$ cat src/rtl/i2cm_pkg.sv
`timescale 1ns / 1ps
`default_nettype none

package i2cm_pkg;

    localparam int IdxW     = 10;
    localparam int DataW    = 32;
    localparam int CtrlW    = 9;
    localparam int StatW    = 7;
    localparam int ByteW    = 8;
    localparam int AddrW    = 7;
    localparam int InDataW  = 56;
    localparam int OutDataW = 56;

    localparam logic [IdxW-1:0] REG_CONTROL  = 10'd0;
    localparam logic [IdxW-1:0] REG_COMMAND  = 10'd1;
    localparam logic [IdxW-1:0] REG_CLEAR    = 10'd2;
    localparam logic [IdxW-1:0] REG_STATUS   = 10'd3;
    localparam logic [IdxW-1:0] REG_CLK_HIGH = 10'd4;
    localparam logic [IdxW-1:0] REG_CLK_LOW  = 10'd5;
    localparam logic [IdxW-1:0] REG_TRANSMIT = 10'd6;
    localparam logic [IdxW-1:0] REG_RECEIVE  = 10'd7;

    // command register bit positions
    localparam int CMD_STOP  = 0;
    localparam int CMD_WRITE = 1;
    localparam int CMD_READ  = 2;
    localparam int CMD_START = 3;

    localparam logic ACCESS_READ  = 1'b0;
    localparam logic ACCESS_WRITE = 1'b1;

    // status bit positions
    localparam int ST_OVER    = 0;
    localparam int ST_NACK    = 2;
    localparam int ST_RECEIVE = 3;
    localparam int ST_SEND    = 4;
    localparam int ST_END     = 5;
    localparam int ST_START   = 6;

    typedef struct packed {
        logic             command;
        logic [ByteW-1:0] bus_rx_data;
        logic             slave_acked;
        logic [DataW-1:0] write_data;
        logic [IdxW-1:0]  register_index;
    } item_t;

    typedef struct packed {
        logic             end_issued;
        logic             receive_issued;
        logic [ByteW-1:0] send_byte;
        logic             send_issued;
        logic             start_is_read;
        logic [AddrW-1:0] start_address;
        logic             start_issued;
        logic             end_before_start;
        logic [DataW-1:0] read_data;
    } result_t;

    localparam int ResultW = $bits(result_t);

endpackage

`default_nettype wire

$ cat src/rtl/i2cm_core.sv
`timescale 1ns / 1ps
`default_nettype none

module i2cm_core (
    input  wire logic            clk,
    input  wire logic            rst_n,
    input  wire logic            en,
    input  wire i2cm_pkg::item_t item,
    output i2cm_pkg::result_t    result
);
    import i2cm_pkg::*;

    logic [CtrlW-1:0] control_reg,   control_next;
    logic [StatW-1:0] status_reg,    status_next;
    logic [DataW-1:0] clk_high_reg,  clk_high_next;
    logic [DataW-1:0] clk_low_reg,   clk_low_next;
    logic [ByteW-1:0] transmit_reg,  transmit_next;
    logic [ByteW-1:0] receive_reg,   receive_next;
    logic             open_reg,      open_next;
    logic             reads_reg,     reads_next;

    logic             is_cmd;
    logic             do_start, do_write, do_read, do_stop;
    logic             open_mid, reads_mid;
    logic             send_go, recv_go, end_go;
    logic [StatW-1:0] cmd_status;

    always_comb
    begin
        is_cmd   = (item.command == ACCESS_WRITE) && (item.register_index == REG_COMMAND);
        do_start = is_cmd && item.write_data[CMD_START];
        do_write = is_cmd && item.write_data[CMD_WRITE];
        do_read  = is_cmd && item.write_data[CMD_READ];
        do_stop  = is_cmd && item.write_data[CMD_STOP];

        // start closes any open transfer, then opens one if the slave answers
        open_mid  = do_start ? item.slave_acked : open_reg;
        reads_mid = (do_start && item.slave_acked) ? transmit_reg[0] : reads_reg;

        send_go = do_write && !do_start && open_mid && !reads_mid;
        recv_go = do_read && open_mid && reads_mid;
        end_go  = do_stop && open_mid;

        cmd_status = status_reg;
        cmd_status[ST_START]   = cmd_status[ST_START] | (do_start && item.slave_acked);
        cmd_status[ST_NACK]    = cmd_status[ST_NACK] | (do_start && !item.slave_acked);
        cmd_status[ST_SEND]    = cmd_status[ST_SEND] | send_go;
        cmd_status[ST_RECEIVE] = cmd_status[ST_RECEIVE] | recv_go;
        cmd_status[ST_END]     = cmd_status[ST_END] | do_stop;
        cmd_status[ST_OVER]    = 1'b1;

        control_next  = control_reg;
        status_next   = status_reg;
        clk_high_next = clk_high_reg;
        clk_low_next  = clk_low_reg;
        transmit_next = transmit_reg;
        receive_next  = recv_go ? item.bus_rx_data : receive_reg;
        open_next     = do_stop ? 1'b0 : open_mid;
        reads_next    = reads_mid;

        if (item.command == ACCESS_WRITE)
        begin
            case (item.register_index)
                REG_CONTROL:  control_next  = item.write_data[CtrlW-1:0];
                REG_COMMAND:  status_next   = cmd_status;
                REG_CLEAR:    status_next   = status_reg & ~item.write_data[StatW-1:0];
                REG_CLK_HIGH: clk_high_next = item.write_data;
                REG_CLK_LOW:  clk_low_next  = item.write_data;
                REG_TRANSMIT: transmit_next = item.write_data[ByteW-1:0];
                default:      ;
            endcase
        end

        result                  = '0;
        result.end_before_start = do_start && open_reg;
        result.start_issued     = do_start;
        result.start_address    = do_start ? transmit_reg[ByteW-1:1] : '0;
        result.start_is_read    = do_start && transmit_reg[0];
        result.send_issued      = send_go;
        result.send_byte        = send_go ? transmit_reg : '0;
        result.receive_issued   = recv_go;
        result.end_issued       = end_go;

        if (item.command == ACCESS_READ)
        begin
            case (item.register_index)
                REG_CONTROL:  result.read_data = {{(DataW-CtrlW){1'b0}}, control_reg};
                REG_STATUS:   result.read_data = {{(DataW-StatW){1'b0}}, status_reg};
                REG_CLK_HIGH: result.read_data = clk_high_reg;
                REG_CLK_LOW:  result.read_data = clk_low_reg;
                REG_TRANSMIT: result.read_data = {{(DataW-ByteW){1'b0}}, transmit_reg};
                REG_RECEIVE:  result.read_data = {{(DataW-ByteW){1'b0}}, receive_reg};
                default:      result.read_data = '0;
            endcase
        end
    end

    always_ff @(posedge clk or negedge rst_n)
    begin
        if (!rst_n)
        begin
            control_reg  <= '0;
            status_reg   <= '0;
            clk_high_reg <= '0;
            clk_low_reg  <= '0;
            transmit_reg <= '0;
            receive_reg  <= '0;
            open_reg     <= 1'b0;
            reads_reg    <= 1'b0;
        end
        else if (en)
        begin
            control_reg  <= control_next;
            status_reg   <= status_next;
            clk_high_reg <= clk_high_next;
            clk_low_reg  <= clk_low_next;
            transmit_reg <= transmit_next;
            receive_reg  <= receive_next;
            open_reg     <= open_next;
            reads_reg    <= reads_next;
        end
    end

endmodule

`default_nettype wire

$ cat src/rtl/i2c_master_register_block.sv
`timescale 1ns / 1ps
`default_nettype none

// Register front end of a polled I2C master.
// Slave side (s_*): one register access per transaction. s_tuser is the access
// kind (0 read, 1 write); s_tdata carries index, write data and the bus response
// for that access (acked flag and receive byte).
// Master side (m_*): exactly one result per access, in order: read data plus
// the bus operations that a command write decoded (end, start, send, receive).
// A transaction passes two registers in order: the input register, then the
// result register. Throughput: one access per cycle while the result register
// is free or m_tready is high, set by the combinational decode and state update
// between the two registers. While a result waits, the input register still
// takes a transaction if it is empty; when m_tready stays low both registers
// fill and s_tready drops, nothing is lost or repeated.
// Reset clears all registers (control, clock periods, transmit, receive,
// status, transfer state) and empties both pipeline registers.
module i2c_master_register_block (
    input  wire logic                          clk,
    input  wire logic                          rst_n,
    input  wire logic                          s_tvalid,
    output      logic                          s_tready,
    // register_index[9:0], write_data[41:10], slave_acked[42], bus_rx_data[50:43]
    input  wire logic [i2cm_pkg::InDataW-1:0]  s_tdata,
    // command[0]
    input  wire logic                          s_tuser,
    output      logic                          m_tvalid,
    input  wire logic                          m_tready,
    // read_data[31:0], end_before_start[32], start_issued[33], start_address[40:34],
    // start_is_read[41], send_issued[42], send_byte[50:43], receive_issued[51],
    // end_issued[52]
    output      logic [i2cm_pkg::OutDataW-1:0] m_tdata
);
    import i2cm_pkg::*;

    logic    in_valid_reg, in_valid_next;
    item_t   in_item_reg;
    logic    out_valid_reg, out_valid_next;
    result_t out_result_reg;
    result_t core_result;
    logic    advance;

    assign advance  = !out_valid_reg || m_tready;
    assign s_tready = !in_valid_reg || advance;
    assign m_tvalid = out_valid_reg;
    assign m_tdata  = {{(OutDataW-ResultW){1'b0}}, out_result_reg};

    always_comb
    begin
        in_valid_next  = s_tready ? s_tvalid : in_valid_reg;
        out_valid_next = advance ? in_valid_reg : out_valid_reg;
    end

    i2cm_core u_core (
        .clk    (clk),
        .rst_n  (rst_n),
        .en     (in_valid_reg && advance),
        .item   (in_item_reg),
        .result (core_result)
    );

    always_ff @(posedge clk or negedge rst_n)
    begin
        if (!rst_n)
        begin
            in_valid_reg  <= 1'b0;
            out_valid_reg <= 1'b0;
        end
        else
        begin
            in_valid_reg  <= in_valid_next;
            out_valid_reg <= out_valid_next;
        end
    end

    always_ff @(posedge clk)
    begin
        if (s_tvalid && s_tready)
        begin
            in_item_reg <= {s_tuser, s_tdata[$bits(item_t)-2:0]};
        end
        if (in_valid_reg && advance)
        begin
            out_result_reg <= core_result;
        end
    end

endmodule

`default_nettype wire

$ cat config.mk
export PLATFORM = sky130hd
export DESIGN_NAME = i2c_master_register_block
export DESIGN_NICKNAME = d
export VERILOG_FILES = /design/src/rtl/i2cm_pkg.sv /design/src/rtl/i2cm_core.sv /design/src/rtl/i2c_master_register_block.sv
export SDC_FILE = /design/constraint.sdc
export NUM_CORES = 1
export LEC_CHECK = 0
export BUFFER_PORTS_ARGS = -buffer_cell sky130_fd_sc_hd__buf_4
export CORE_MARGIN = 2
export CORE_UTILIZATION = 30
export CTS_CLUSTER_SIZE = 28
export DETAILED_ROUTE_END_ITERATION = 12
export PLACE_DENSITY = 0.58
export SYNTH_ARGS = -nofsm -noshare
export SYNTH_HDL_FRONTEND = slang
export SYNTH_SLANG_ARGS = --single-unit
$ cat constraint.sdc
create_clock -name clk -period 3.2 [get_ports clk]
set_clock_uncertainty 0.15 [all_clocks]
set_input_delay 0.48 -clock clk [delete_from_list [all_inputs] [get_ports clk]]
set_output_delay 0.48 -clock clk [all_outputs]
set_load 0.05 [all_outputs]
Word level (Yosys, flattened, before mapping)
Cells that the tools add are included.
{"block": "totals", "regBits": 205, "inputBits": 61, "output_inout_bits": 58}
{"block": "op_classes", "eq_ne": 7, "muxes": 5, "bitwise_logic": 8, "reduce_logical": 33}
{"op": "case mux 32 bit (6 select lines)", "count": 1}
{"op": "equality test 10 x 3 -> 1 bit, second input constant", "count": 4}
{"op": "equality test 10 x 2 -> 1 bit, second input constant", "count": 2}
{"op": "logical AND 1 bit", "count": 17}
{"op": "AND reduction 3 bit", "count": 5}
{"op": "case mux 7 bit (2 select lines)", "count": 1}
{"op": "equality test 10 x 1 -> 1 bit, second input constant", "count": 1}
{"op": "logical NOT 10 bit", "count": 1}
{"op": "AND 7 bit", "count": 1}
{"op": "NOT 7 bit", "count": 1}
{"op": "logical NOT 1 bit", "count": 5}
{"op": "bitwise OR 1 bit", "count": 5}
{"op": "AND reduction 4 bit", "count": 1}
{"op": "two-way mux 1 bit", "count": 3}
{"op": "logical OR 1 bit", "count": 2}
{"op": "AND reduction 2 bit", "count": 1}
{"op": "nonzero test 2 bit", "count": 1}
{"op": "NOT 1 bit", "count": 1}

Depth between registers and ports, before layout
Gate-level depths: netlist of the first run.
{"block": "logic_depth", "depth_word": 9, "depth_mapped": 7}

Hierarchy
From an unflattened synthesis of the first run, not the netlist that was laid out.
{"block": "hier_totals", "cells_unflattened": 501, "hier_area_um2": 8181.6}
{"mod": "i2cm_core", "instances": 1, "cells_per_inst": 384, "area_each_um2": 4898.4, "seq_area_each_um2": 2452.4}
{"mod": "i2c_master_register_block", "instances": 1, "cells_per_inst": 117, "area_each_um2": 3283.1, "seq_area_each_um2": 3203.1}

Worst setup path after synthesis of the first run
OpenSTA, ideal clock, no wires.
{"block": "synth_path", "path_type": "reg2reg", "from": "reg out_valid_reg (netlist: m_tvalid)", "to": "reg u_core.receive_reg[0]", "setup_ns": 0.125, "arrival_ns": 2.822, "path_slack_ns": 0.103, "path_stages_with_launch": 6, "cell_sequence": "dfrtp_1 -> nand2b_1 -> and2_1 -> and4_1 -> buf_4 -> mux2_2"}
{"block": "synth_between", "elab_chain_len": 4}
{"item": "from (decl)", "line_no": "i2c_master_register_block.sv:38", "source": "logic out_valid_reg, out_valid_next;"}
{"item": "from (signal assigned)", "line_no": "i2c_master_register_block.sv:72", "source": "out_valid_reg <= out_valid_next;"}
{"item": "logical NOT 1 bit", "line_no": "i2c_master_register_block.sv:43", "source": "assign advance = !out_valid_reg || m_tready;"}
{"item": "logical OR 1 bit", "line_no": "i2c_master_register_block.sv:43"}
{"item": "logical AND 1 bit", "line_no": "i2c_master_register_block.sv:57", "source": ".en (in_valid_reg && advance),"}
{"item": "named net u_core.en", "line_no": "i2cm_core.sv:7", "source": "input wire logic en,"}
{"item": "AND reduction 2 bit (no source line)"}
{"item": "to (signal assigned)", "line_no": "i2cm_core.sv:118", "source": "receive_reg <= receive_next;"}
{"item": "to (decl)", "line_no": "i2cm_core.sv:18", "source": "logic [ByteW-1:0] receive_reg, receive_next;"}
The timed path passes the listed nets, and every way through them passes these cells.
A chain may end at the register's enable or synchronous reset.

Worst setup path after layout of the first run
{"block": "layout_path", "from": "reg in_item_reg[2] (netlist name)", "to": "reg u_core.control_reg[2]"}
{"block": "layout_between", "elab_chain_len": 2}
{"item": "from (decl)", "line_no": "i2c_master_register_block.sv:37", "source": "item_t in_item_reg;"}
{"item": "from (signal assigned)", "line_no": "i2c_master_register_block.sv:80", "source": "in_item_reg <= {s_tuser, s_tdata[$bits(item_t)-2:0]};"}
{"item": "logical NOT 10 bit", "line_no": "i2cm_core.sv:63", "source": "case (item.register_index)"}
{"item": "AND reduction 3 bit (no source line)"}
{"item": "to (signal assigned)", "line_no": "i2cm_core.sv:113", "source": "control_reg <= control_next;"}
{"item": "to (decl)", "line_no": "i2cm_core.sv:13", "source": "logic [CtrlW-1:0] control_reg, control_next;"}
Every way passes these cells.

==> impl_results.md, run 1 <==
* Run status: complete, no violations
* Die width at 168 um
* Detail Placement HPWL at 12.4 mm
* Pin count of the biggest net entering global routing at 54
* Clock Tree Buf Depth at 3
* Postcts setup bufs at 0
* Die height at 168 um
* Slew @ Worst Pin at 0.767 ns
* Via count at 4971
* Crit path DAT at 3.02 ns
* Netlist Area Pre-Place at 0.00808 sq mm
* Compound-Gate Fraction of Synth Area at 5.43%
* Final hold violation count at 0
* Final core utilization at 40.0%
* GPL Wtd Cong at 0.849
* Worst r2r src: in_item_reg[2]
* Register area at 0.00566 sq mm
* ANT cells at 0
* Worst R2R End: u_core.control_reg[2]
* First-pass GRT wire length at 29.1 mm
* Clock transition at path regs at 0.06 ns
* Multi-input logic area at 0.00228 sq mm
* Synth area leader: edfxtp_1
* Flops & latches, synth at 205
* Synth warn at 0
* Post-CTS Hold Fix Bufs at 53
* Setup_tns at 0 ns
* Hold Path Depth at 2
* Layout area overhead at 32.2%
* # fillers at 2506
* Post-Synth Simple-Gate Area at 8.16%
* Max transition margin at 48.8%
* Max FO, Critical Path at 13
* H-tree Lvls at 1
* PortBufs at 110
* Fin. max-slew vios at 0
* WS Path Type: register to register
* Syn Inst Count at 515
* Final setup fails at 0
* Insertion delay to the later sink of the worst-skew pair at 0.50 ns
* Share of layout cells above drive strength 1 at 38.3%
* CTS buffer count at 23
* Clock sink count at 205
* Total Wirelength at 18.6 mm
* DRC at 0
* Post-synthesis xor/xnor area fraction at 0.108%
* Final worst-path cycle share at 86.8%
* Hold EP: in_valid_reg
* Io pins at 119
* F_max at 360 MHz
* Crit path largest cell delay at 0.53 ns
* Initial Util at 30.2%
* Row cnt at 60
* Grt total ovfl at 0
* Max reg flops at 53
* Synth Area in Adders at 0%
* Pwr dens at 569 mW/mm^2
* Detailed Routing Iterations Pass 1 at 4
* Avg WL per Cell at 17.7 um
* Post-cts sizing count at 0
* Type of origin of the critical path: register
* Top cells by area, synth: edfxtp_1, dfrtp_1, mux2_2
* Min-Delay Startpoint: s_tvalid
* Crit path cell chain: buf_4, or4_1, nor3_1, nand2_1, mux2_2
* Sequential-to-total area share from yosys stat at 70.0%
* CP top delay family: simple AND/OR/NAND/NOR gates
* Syn avg cell area at 15.7 sq um
* Root Buffer: clkbuf_16
* Reg2Reg Setup Slack at 0.42 ns
* Nets at 758
* Max Cap Viol at 0
* Peak VDD IR at 222 uV
* DR iter-0 viols at 247
* Die ar. at 0.0283 sq mm
* Post-route ant nets at 0
* WP buf/inv at 1
* Synth cell types at 47
* Main combinational cell family by area after synthesis: multiplexers
* Core Box Area at 0.0267 sq mm
* Share of the synthesized area in the top cell type at 39.0%
* Vias in the first global route at 5308
* Critical path's slowest cell: or4_1
* Period minus WS final at 2.78 ns
* P_leak at 4.61 nW
* CTS tree: done
* Class of the worst hold path: input pin to register
* Avg Vias per Cell at 4.72
* Worst Reg-to-Reg Cells at 5
* RSZ-0062 raised after global routing: false
* Mux cell area share after synthesis at 14.2%
* Critical Path End Type: register
* GRT Total Usage at 13.2%
* WP data required at 3.44 ns
* Antenna violations before repair at 0
==> worst max-delay path by stage <==
stage | start | to | slack (ns) | cells after the start
CTS | in_item_reg[2] | u_core.control_reg[3] | 0.47 | 5
global route | in_item_reg[2] | u_core.control_reg[2] | 0.32 | 5
detailed placement | in_item_reg[2] | u_core.control_reg[2] | 0.51 | 5
finish | in_item_reg[2] | u_core.control_reg[2] | 0.42 | 5
global placement | in_item_reg[2] | u_core.reads_reg | 0.52 | 5
floorplan | m_tvalid | u_core.receive_reg[0] | 0.10 | 5
==> routing by layer <==
metal / global-route usage (%) / part of all wire, % / up-vias
li1: - / - / 2291
met1: 16.8 / 43 / 2521
met2: 22.3 / 48 / 120
met3: 2.26 / 4.7 / 39
met4: 5.62 / 3.5 / 0
met5: 0 / 0 / -
==> through the flow <==
step	area, sq um	power (mW)	cells	hold slack, ns	setup slack (ns)
floorplan	8090	3.23	517	0.0344	0.103
global placement	9390	3.42	960	0.314	0.524
detailed placement	9390	3.43	960	0.318	0.512
CTS	10700	6.17	1053	0.00969	0.468
global route	10700	6.31	1053	0.0261	0.325
finish	10700	6.08	1053	0.0271	0.423
==> cell type report <==
cell class | count | area share, %
inverters | 4 | 0.141
multi-input cells | 278 | 21.3
repair buffers | 185 | 14.5
well taps | 341 | 3.99
clock buffers | 32 | 5.98
flip-flops and latches | 205 | 52.9
clock inverters | 8 | 1.14
==> kinds of logic (layout without fill, tap and decap cells) <==
family          after synthesis  in the layout
compound gates               60             60
xor+xnor                      1              1
buf+inv                      34            229
flops                       205            205
mux                         103            103
other cells                   1              3
simple gates                111            111
==> cell usage in the layout (no fill, tap or decap), types with 4 or more instances in the layout <==
cell type and count:
a21oi_1 4, a22oi_1 27, a32o_1 5, and2_1 11, and3_1 12, buf_4 130, clkbuf_1 6, clkbuf_16 23
dfrtp_1 100, dlygate4sd3_1 53, edfxtp_1 105, inv_1 4, mux2_2 91, mux2i_1 10, nand2_1 12, nand2b_1 4
nand3_1 6, nand4b_1 6, nor2_1 30, nor2b_1 4, nor3_1 6, o21ai_0 6
==> worst reg2reg max path, cell delays in order (launching register included) <==
cell and delay (ns):
edfxtp_1 0.44, buf_4 0.23, or4_1 0.53, nor3_1 0.48, nand2_1 0.44, mux2_2 0.40
==> where the power goes <==
part           internal (mW)  switching, mW  total, mW  leakage (nW)
clock network           1.63           1.02       2.66         0.373
logic                  0.173          0.311      0.484          1.84
registers               2.89         0.0500       2.94          2.40
==> Yosys cell counts (all sizes together) <==
cell type,number
edfxtp,105
dfrtp,100
mux2,93
nor2,31
a22oi,27
buf,25
nand2,14
and2,13
and3,12
mux2i,10
nor3,10
o21ai,7
nand3,6
nand4b,6
a32o,5
clkbuf,5
a21oi,4
inv,4
nand2b,4
nor2b,4
a21o,3
a31oi,3
o211ai,3
a22o,2
o22ai,2
or2,2
or4,2
or4b,2
a211oi,1
a31o,1
a32oi,1
and4,1
and4b,1
conb,1
nor4,1
nor4b,1
o22a,1
or3,1
xnor2,1
(Power assumes the default switching activity.)
==> run 2: changes to the inputs <==
==> constraint.sdc (replaced) <==
create_clock -name clk -period 3.2 [get_ports clk]
set_clock_uncertainty 0.15 [all_clocks]
set_input_delay 0.48 -clock clk [delete_from_list [all_inputs] [get_ports clk]]
set_output_delay 0.48 -clock clk [all_outputs]
set_load 0.1 [all_outputs]
==> impl_results.md, run 2 (synthesis gave the netlist of run 1 again) <==
* Worst r2r src: in_item_reg[2]
* Most frequent cells in the layout: buf_4, edfxtp_1, dfrtp_1
* Crit path DAT at 2.92 ns (-0.10 ns)
* Final hold violation count at 0 (unchanged)
* Initial Util at 30.2% (unchanged)
* Clock sink count at 205 (unchanged)
* Peak VDD IR at 248 uV (+12%)
* GPL Wtd Cong at 0.896 (+5.5%)
* Fin. max-slew vios at 0 (unchanged)
* DP Area at 0.00938 sq mm (-0.11%)
* Grt total ovfl at 0 (unchanged)
* Nets at 754 (-0.53%)
* Final worst-path cycle share at 83.5% (-3.3 points)
* PortBufs at 110 (unchanged)
* Period minus WS final at 2.67 ns (-0.106 ns)
* First-pass GRT wire length at 29.5 mm (+1.4%)
* Worst R2R End: u_core.control_reg[3]
* Detailed Routing Iterations Pass 1 at 4 (unchanged)
* CTS buffer count at 23 (unchanged)
* Critical Path Start: in_item_reg[2]
* Commonest non-fill, non-tap cell in the layout: buf_4
* Max reg flops at 53 (unchanged)
* Internal Power at 4.80 mW (+2.3%)
* Clk pwr share at 43.7% (about the same)
* Final core utilization at 40.1% (+0.12 points)
* Io pins at 119 (unchanged)
* H-tree Lvls at 1 (unchanged)
* Hold Path Depth at 1 (-1)
* Final setup fails at 0 (unchanged)
* Worst Reg-to-Reg Cells at 5 (unchanged)
* Vias in the first global route at 5325 (+0.32%)
* Switch share at 24.8% (+2.0 points)
* Post-cts sizing count at 0 (unchanged)
* Slew @ Worst Pin at 0.754 ns (-0.0131 ns)
* Root Buffer: clkbuf_16
* Pwr dens at 595 mW/mm^2 (+4.7%)
* Avg Vias per Cell at 4.69 (-0.68%)
* Critical Path End Type: register
* Antenna violations before repair at 0 (unchanged)
* WP data required at 3.45 ns (about the same)
* Total Wirelength at 18.5 mm (-0.50%)
* Die ar. at 0.0283 sq mm (unchanged)
* Max transition margin at 49.7% (+0.88 points)
* Via count at 4928 (-0.87%)
* Post-CTS Hold Fix Bufs at 52 (-1.9%)
* F_max at 374 MHz (+4.0%)
* Psw at 1.58 mW (+14%)
* Avg WL per Cell at 17.6 um (-0.32%)
* ANT cells at 0 (unchanged)
* Post-route ant nets at 0 (unchanged)
* DRC at 0 (unchanged)
* Type of origin of the critical path: register
* Max FO, Critical Path at 22 (+9)
* Hold EP: in_item_reg[19]
* Share of layout cells above drive strength 1 at 38.5% (+0.11 points)
* Comb power frac at 10.2% (+2.2 points)
* # fillers at 2487 (-0.76%)
* Detail Placement HPWL at 12.1 mm (-3.0%)
* RSZ-0062 raised after global routing: false
* Insertion delay to the later sink of the worst-skew pair at 0.52 ns (+0.02 ns)
* Die height at 168 um (unchanged)
* Class of the worst hold path: input pin to register
* Final Power at 6.38 mW (+5.0%)
* Hold Worst Slack at 0.0191 ns (-0.00807 ns)
* Die width at 168 um (unchanged)
* CTS tree: done
* Row cnt at 60 (unchanged)
* Pin count of the biggest net entering global routing at 58 (+7.4%)
* WS Path Type: register to register
* Clock transition at path regs at 0.06 ns (about the same)
* Clock Tree Buf Depth at 3 (unchanged)
* P_leak at 4.61 nW (about the same)
* Setup_tns at 0 ns (unchanged)
* Core Box Area at 0.0267 sq mm (unchanged)
* Min-Delay Startpoint: s_tdata[19]
* Reg2Reg Setup Slack at 0.53 ns (+0.11 ns)
* Postcts setup bufs at 0 (unchanged)
* DR iter-0 viols at 220 (-11%)
* GRT Total Usage at 13.2% (+0.074 points)
* Post-route cell area at 0.0107 sq mm (+0.30%)
* Max Cap Viol at 0 (unchanged)
* Seq pwr share at 46.1% (-2.3 points)
* Layout area overhead at 32.6%
* Run status: complete, no violations
## run 2: cell count changes in the layout (fill, tap and decap cells not counted), moves of 2 or more
cell / previous run / this run
buf_4: 130 / 126
clkbuf_1: 6 / 4
clkinv_2: 2 / 0
clkinvlp_4: 0 / 3
## run 2: metal layers
metal	routed length (um)	global-route usage (%)
met5	0	0
met4	363	4.01
met3	959	2.70
met2	9010	22.7
met1	8190	17.0
## run 2: cell type report
| type | count | area (sq um) | area share, % |
|---|---|---|---|
| Sequential cell | 205 | 5660 | 52.8 |
| Timing Repair Buffer | 181 | 1530 | 14.2 |
| Multi-Input combinational cell | 278 | 2280 | 21.3 |
| Inverter | 4 | 15.0 | 0.140 |
| Tap cell | 341 | 427 | 3.98 |
| Clock inverter | 11 | 168 | 1.56 |
| Clock buffer | 31 | 646 | 6.02 |
## run 2: power groups by stage
stage                     Combinational, mW  Clock (mW)  Sequential [mW]
after CTS                             0.658        2.87             2.94
after detailed placement              0.607           0             2.99
after floorplan                       0.113           0             3.28
final                                 0.651        2.79             2.94
after global routing                  0.682        2.98             2.95
after global placement                0.601           0             2.99
## run 2: worst max-delay path by stage
| stage | cells past startpoint | endpoint | slack (ns) |
|---|---|---|---|
| floorplan | 3 | in_item_reg[0] | 0.06 |
| global placement | 5 | u_core.control_reg[3] | 0.60 |
| detailed placement | 6 | u_core.clk_high_reg[3] | 0.57 |
| CTS | 6 | u_core.clk_high_reg[3] | 0.56 |
| global route | 5 | u_core.control_reg[8] | 0.45 |
| finish | 5 | u_core.control_reg[3] | 0.53 |
## run 2: critical path, cell delays in order, from the launching register on
cell      delay [ns]
edfxtp_1        0.38
buf_4           0.24
or4_1           0.55
nor3_1          0.38
nand2_1         0.43
mux2_2          0.41
## run 2: through the flow
stage,setup slack (ns),cells
after floorplan,0.0596,517
after global placement,0.601,957
after detailed placement,0.572,957
after CTS,0.559,1051
after global routing,0.450,1051
final,0.529,1051
==> run 3: changes to the inputs <==
--- a/config.mk
+++ b/config.mk
@@ -10,7 +10,7 @@
 export CORE_UTILIZATION = 30
 export CTS_CLUSTER_SIZE = 28
 export DETAILED_ROUTE_END_ITERATION = 12
-export PLACE_DENSITY = 0.58
+export PLACE_DENSITY = 0.6
 export SYNTH_ARGS = -nofsm -noshare
 export SYNTH_HDL_FRONTEND = slang
 export SYNTH_SLANG_ARGS = --single-unit
==> constraint.sdc (replaced) <==
create_clock -name clk -period 2.2 [get_ports clk]
set_clock_uncertainty 0.15 [all_clocks]
set_input_delay 0.33 -clock clk [delete_from_list [all_inputs] [get_ports clk]]
set_output_delay 0.33 -clock clk [all_outputs]
set_load 0.1 [all_outputs]
==> impl_results.md, run 3 (synthesis gave the netlist of run 1 again) <==
* Detailed Routing Iterations Pass 1 at 4 (unchanged)
* F_max at 457 MHz (+22%)
* Pin count of the biggest net entering global routing at 54 (-6.9%)
* CTS tree: done
* Max reg flops at 53 (unchanged)
* Detail Placement HPWL at 12.3 mm (+2.1%)
* Period minus WS final at 2.19 ns (-0.483 ns)
* Insertion delay to the later sink of the worst-skew pair at 0.51 ns (about the same)
* Clock transition at path regs at 0.05 ns (about the same)
* WS Path Type: register to register
* Critical Path End Type: register
* Die height at 168 um (unchanged)
* Fin. max-slew vios at 0 (unchanged)
* Final setup fails at 0 (unchanged)
* Worst r2r src: in_item_reg[5]
* Max FO, Critical Path at 5 (-77%)
* Io pins at 119 (unchanged)
* CP top delay family: simple AND/OR/NAND/NOR gates
* Reg2Reg Setup Slack at 0.01 ns (-0.52 ns)
* Critical path's slowest cell: or4_4
* Min-Delay Startpoint: m_tready
* Worst Reg-to-Reg Cells at 5 (unchanged)
* Clock Tree Buf Depth at 3 (unchanged)
* Share of layout cells above drive strength 1 at 42.1% (+3.6 points)
* Class of the worst hold path: input pin to register
* Row cnt at 60 (unchanged)
* Most frequent cells in the layout: buf_4, edfxtp_1, dfrtp_1
* Clock sink count at 205 (unchanged)
* Nets at 794 (+5.3%)
* Hold EP: in_valid_reg
* Post-route ant nets at 0 (unchanged)
* Crit path cell chain: or4_4, nor4_4, and4_4, buf_6, mux2_4
* Via count at 5084 (+3.2%)
* Comb power frac at 11.2% (+1.0 points)
* P_leak at 4.91 nW (+6.5%)
* Multi-input logic area at 0.00242 sq mm (+6.2%)
* Grt total ovfl at 0 (unchanged)
* Commonest non-fill, non-tap cell in the layout: buf_4
* CTS buffer count at 23 (unchanged)
* Worst R2R End: u_core.receive_reg[4]
* DRC at 0 (unchanged)
* WP data required at 2.44 ns (-1.01 ns)
* Die width at 168 um (unchanged)
* PortBufs at 110 (unchanged)
* Antenna violations before repair at 0 (unchanged)
* Type of origin of the critical path: register
* Run status: complete, no violations
* Pwr dens at 788 mW/mm^2 (+32%)
* WP buf/inv at 1 (unchanged)
* Core Box Area at 0.0267 sq mm (unchanged)
* H-tree Lvls at 1 (unchanged)
* Crit path DAT at 2.43 ns (-0.49 ns)
* Clk pwr share at 41.0% (-2.7 points)
* Seq pwr share at 47.8% (+1.7 points)
* Root Buffer: clkbuf_16
* Die ar. at 0.0283 sq mm (unchanged)
* GPL Wtd Cong at 0.798 (-11%)
* DR iter-0 viols at 217 (-1.4%)
* Max Cap Viol at 0 (unchanged)
* First-pass GRT wire length at 29.6 mm (+0.21%)
* Crit path largest cell delay at 0.60 ns (+0.05 ns)
* Total Wirelength at 19.9 mm (+7.5%)
* GRT Total Usage at 13.4% (+0.20 points)
* Final hold violation count at 0 (unchanged)
* Peak VDD IR at 455 uV (+83%)
* Final core utilization at 42.4% (+2.3 points)
* Hold Path Depth at 4 (+3)
* Psw at 2.25 mW (+42%)
* Initial Util at 30.2% (unchanged)
* ANT cells at 0 (unchanged)
* Critical Path Start: in_item_reg[5]
* Avg Vias per Cell at 4.66 (-0.53%)
* Avg WL per Cell at 18.3 um (+3.6%)
* Final worst-path cycle share at 99.5% (+16 points)
* Final Power at 8.93 mW (+40%)
* RSZ-0062 raised after global routing: true
* Vias in the first global route at 5201 (-2.3%)
* Layout area overhead at 40.2%
* Switch share at 25.2% (+0.44 points)
* # fillers at 2496 (+0.36%)
* Register area at 0.00566 sq mm (about the same)
* Internal Power at 6.68 mW (+39%)
-- run 3: changes by cell type in the layout (fill, tap and decap cells not counted), sizes merged --
cell,previous run,this run
dlygate4sd3,52,55
clkbuf,31,43
inv,6,4
clkinvlp,3,0
bufinv,4,2
buf,129,160
-- run 3: worst min-delay path, delay by kind of cell --
family | cells | cell delay [ns]
simple gates | 3 | 0.20
buf+inv | 1 | 0.09
-- run 3: cell type report --
cell class / count / area share, %
Clock buffer: 37 / 5.63
Clock inverter: 4 / 0.596
Inverter: 4 / 0.133
Multi-Input combinational cell: 278 / 21.4
Sequential cell: 205 / 49.9
Tap cell: 341 / 3.77
Timing Repair Buffer: 221 / 18.6
-- run 3: power groups by stage --
stage	registers (mW)	logic, mW	clock network [mW]
after floorplan	4.77	0.169	0
after global placement	4.35	0.912	0
after detailed placement	4.35	0.917	0
after CTS	4.28	0.998	3.78
after global routing	4.29	1.04	3.95
final	4.27	0.997	3.66
-- run 3: how the worst max path moves through the flow --
stage	endpoint	cells after the start
after global routing	m_tdata[29]	7
after global placement	m_tdata[23]	6
final	u_core.receive_reg[4]	5
after floorplan	u_core.receive_reg[0]	5
after CTS	u_core.reads_reg	5
after detailed placement	u_core.clk_high_reg[3]	6
-- run 3: metal layers --
layer | track usage (%) | routed length, um | vias to the layer above
met1 | 18.8 | 9170 | 2546
met3 | 2.26 | 915 | 32
met5 | 0 | 0 | -
li1 | - | - | 2374
met4 | 4.09 | 490 | 0
met2 | 21.6 | 9330 | 132
-- run 3: stage by stage --
| step | setup WS, ns | hold WS (ns) | std cells | area (sq um) | TNS, ns |
|---|---|---|---|---|---|
| 3_3_place_gp | -0.111 | 0.120 | 984 | 9710 | -5.59 |
| 3_5_place_dp | -0.149 | 0.129 | 984 | 9710 | -9.54 |
| 4_1_cts | -0.0105 | 0.0437 | 1080 | 11000 | -0.0119 |
| 2_1_floorplan | -0.0290 | -0.116 | 517 | 8110 | -0.232 |
| 5_1_grt | -0.0651 | 0.0106 | 1090 | 11300 | -2.22 |
| 6_report | 0.0120 | 0.00742 | 1090 | 11300 | 0 |
-- run 3: what timing repair did --
action                                 in CTS  in global routing
pin swaps                                   1                  4
cloned                                      0                  6
gates resized for setup                     6                 38
setup endpoints to repair                 129                 96
endpoints found under the hold margin     154                  0
setup buffers                               0                  4
hold buffers                               55                  0
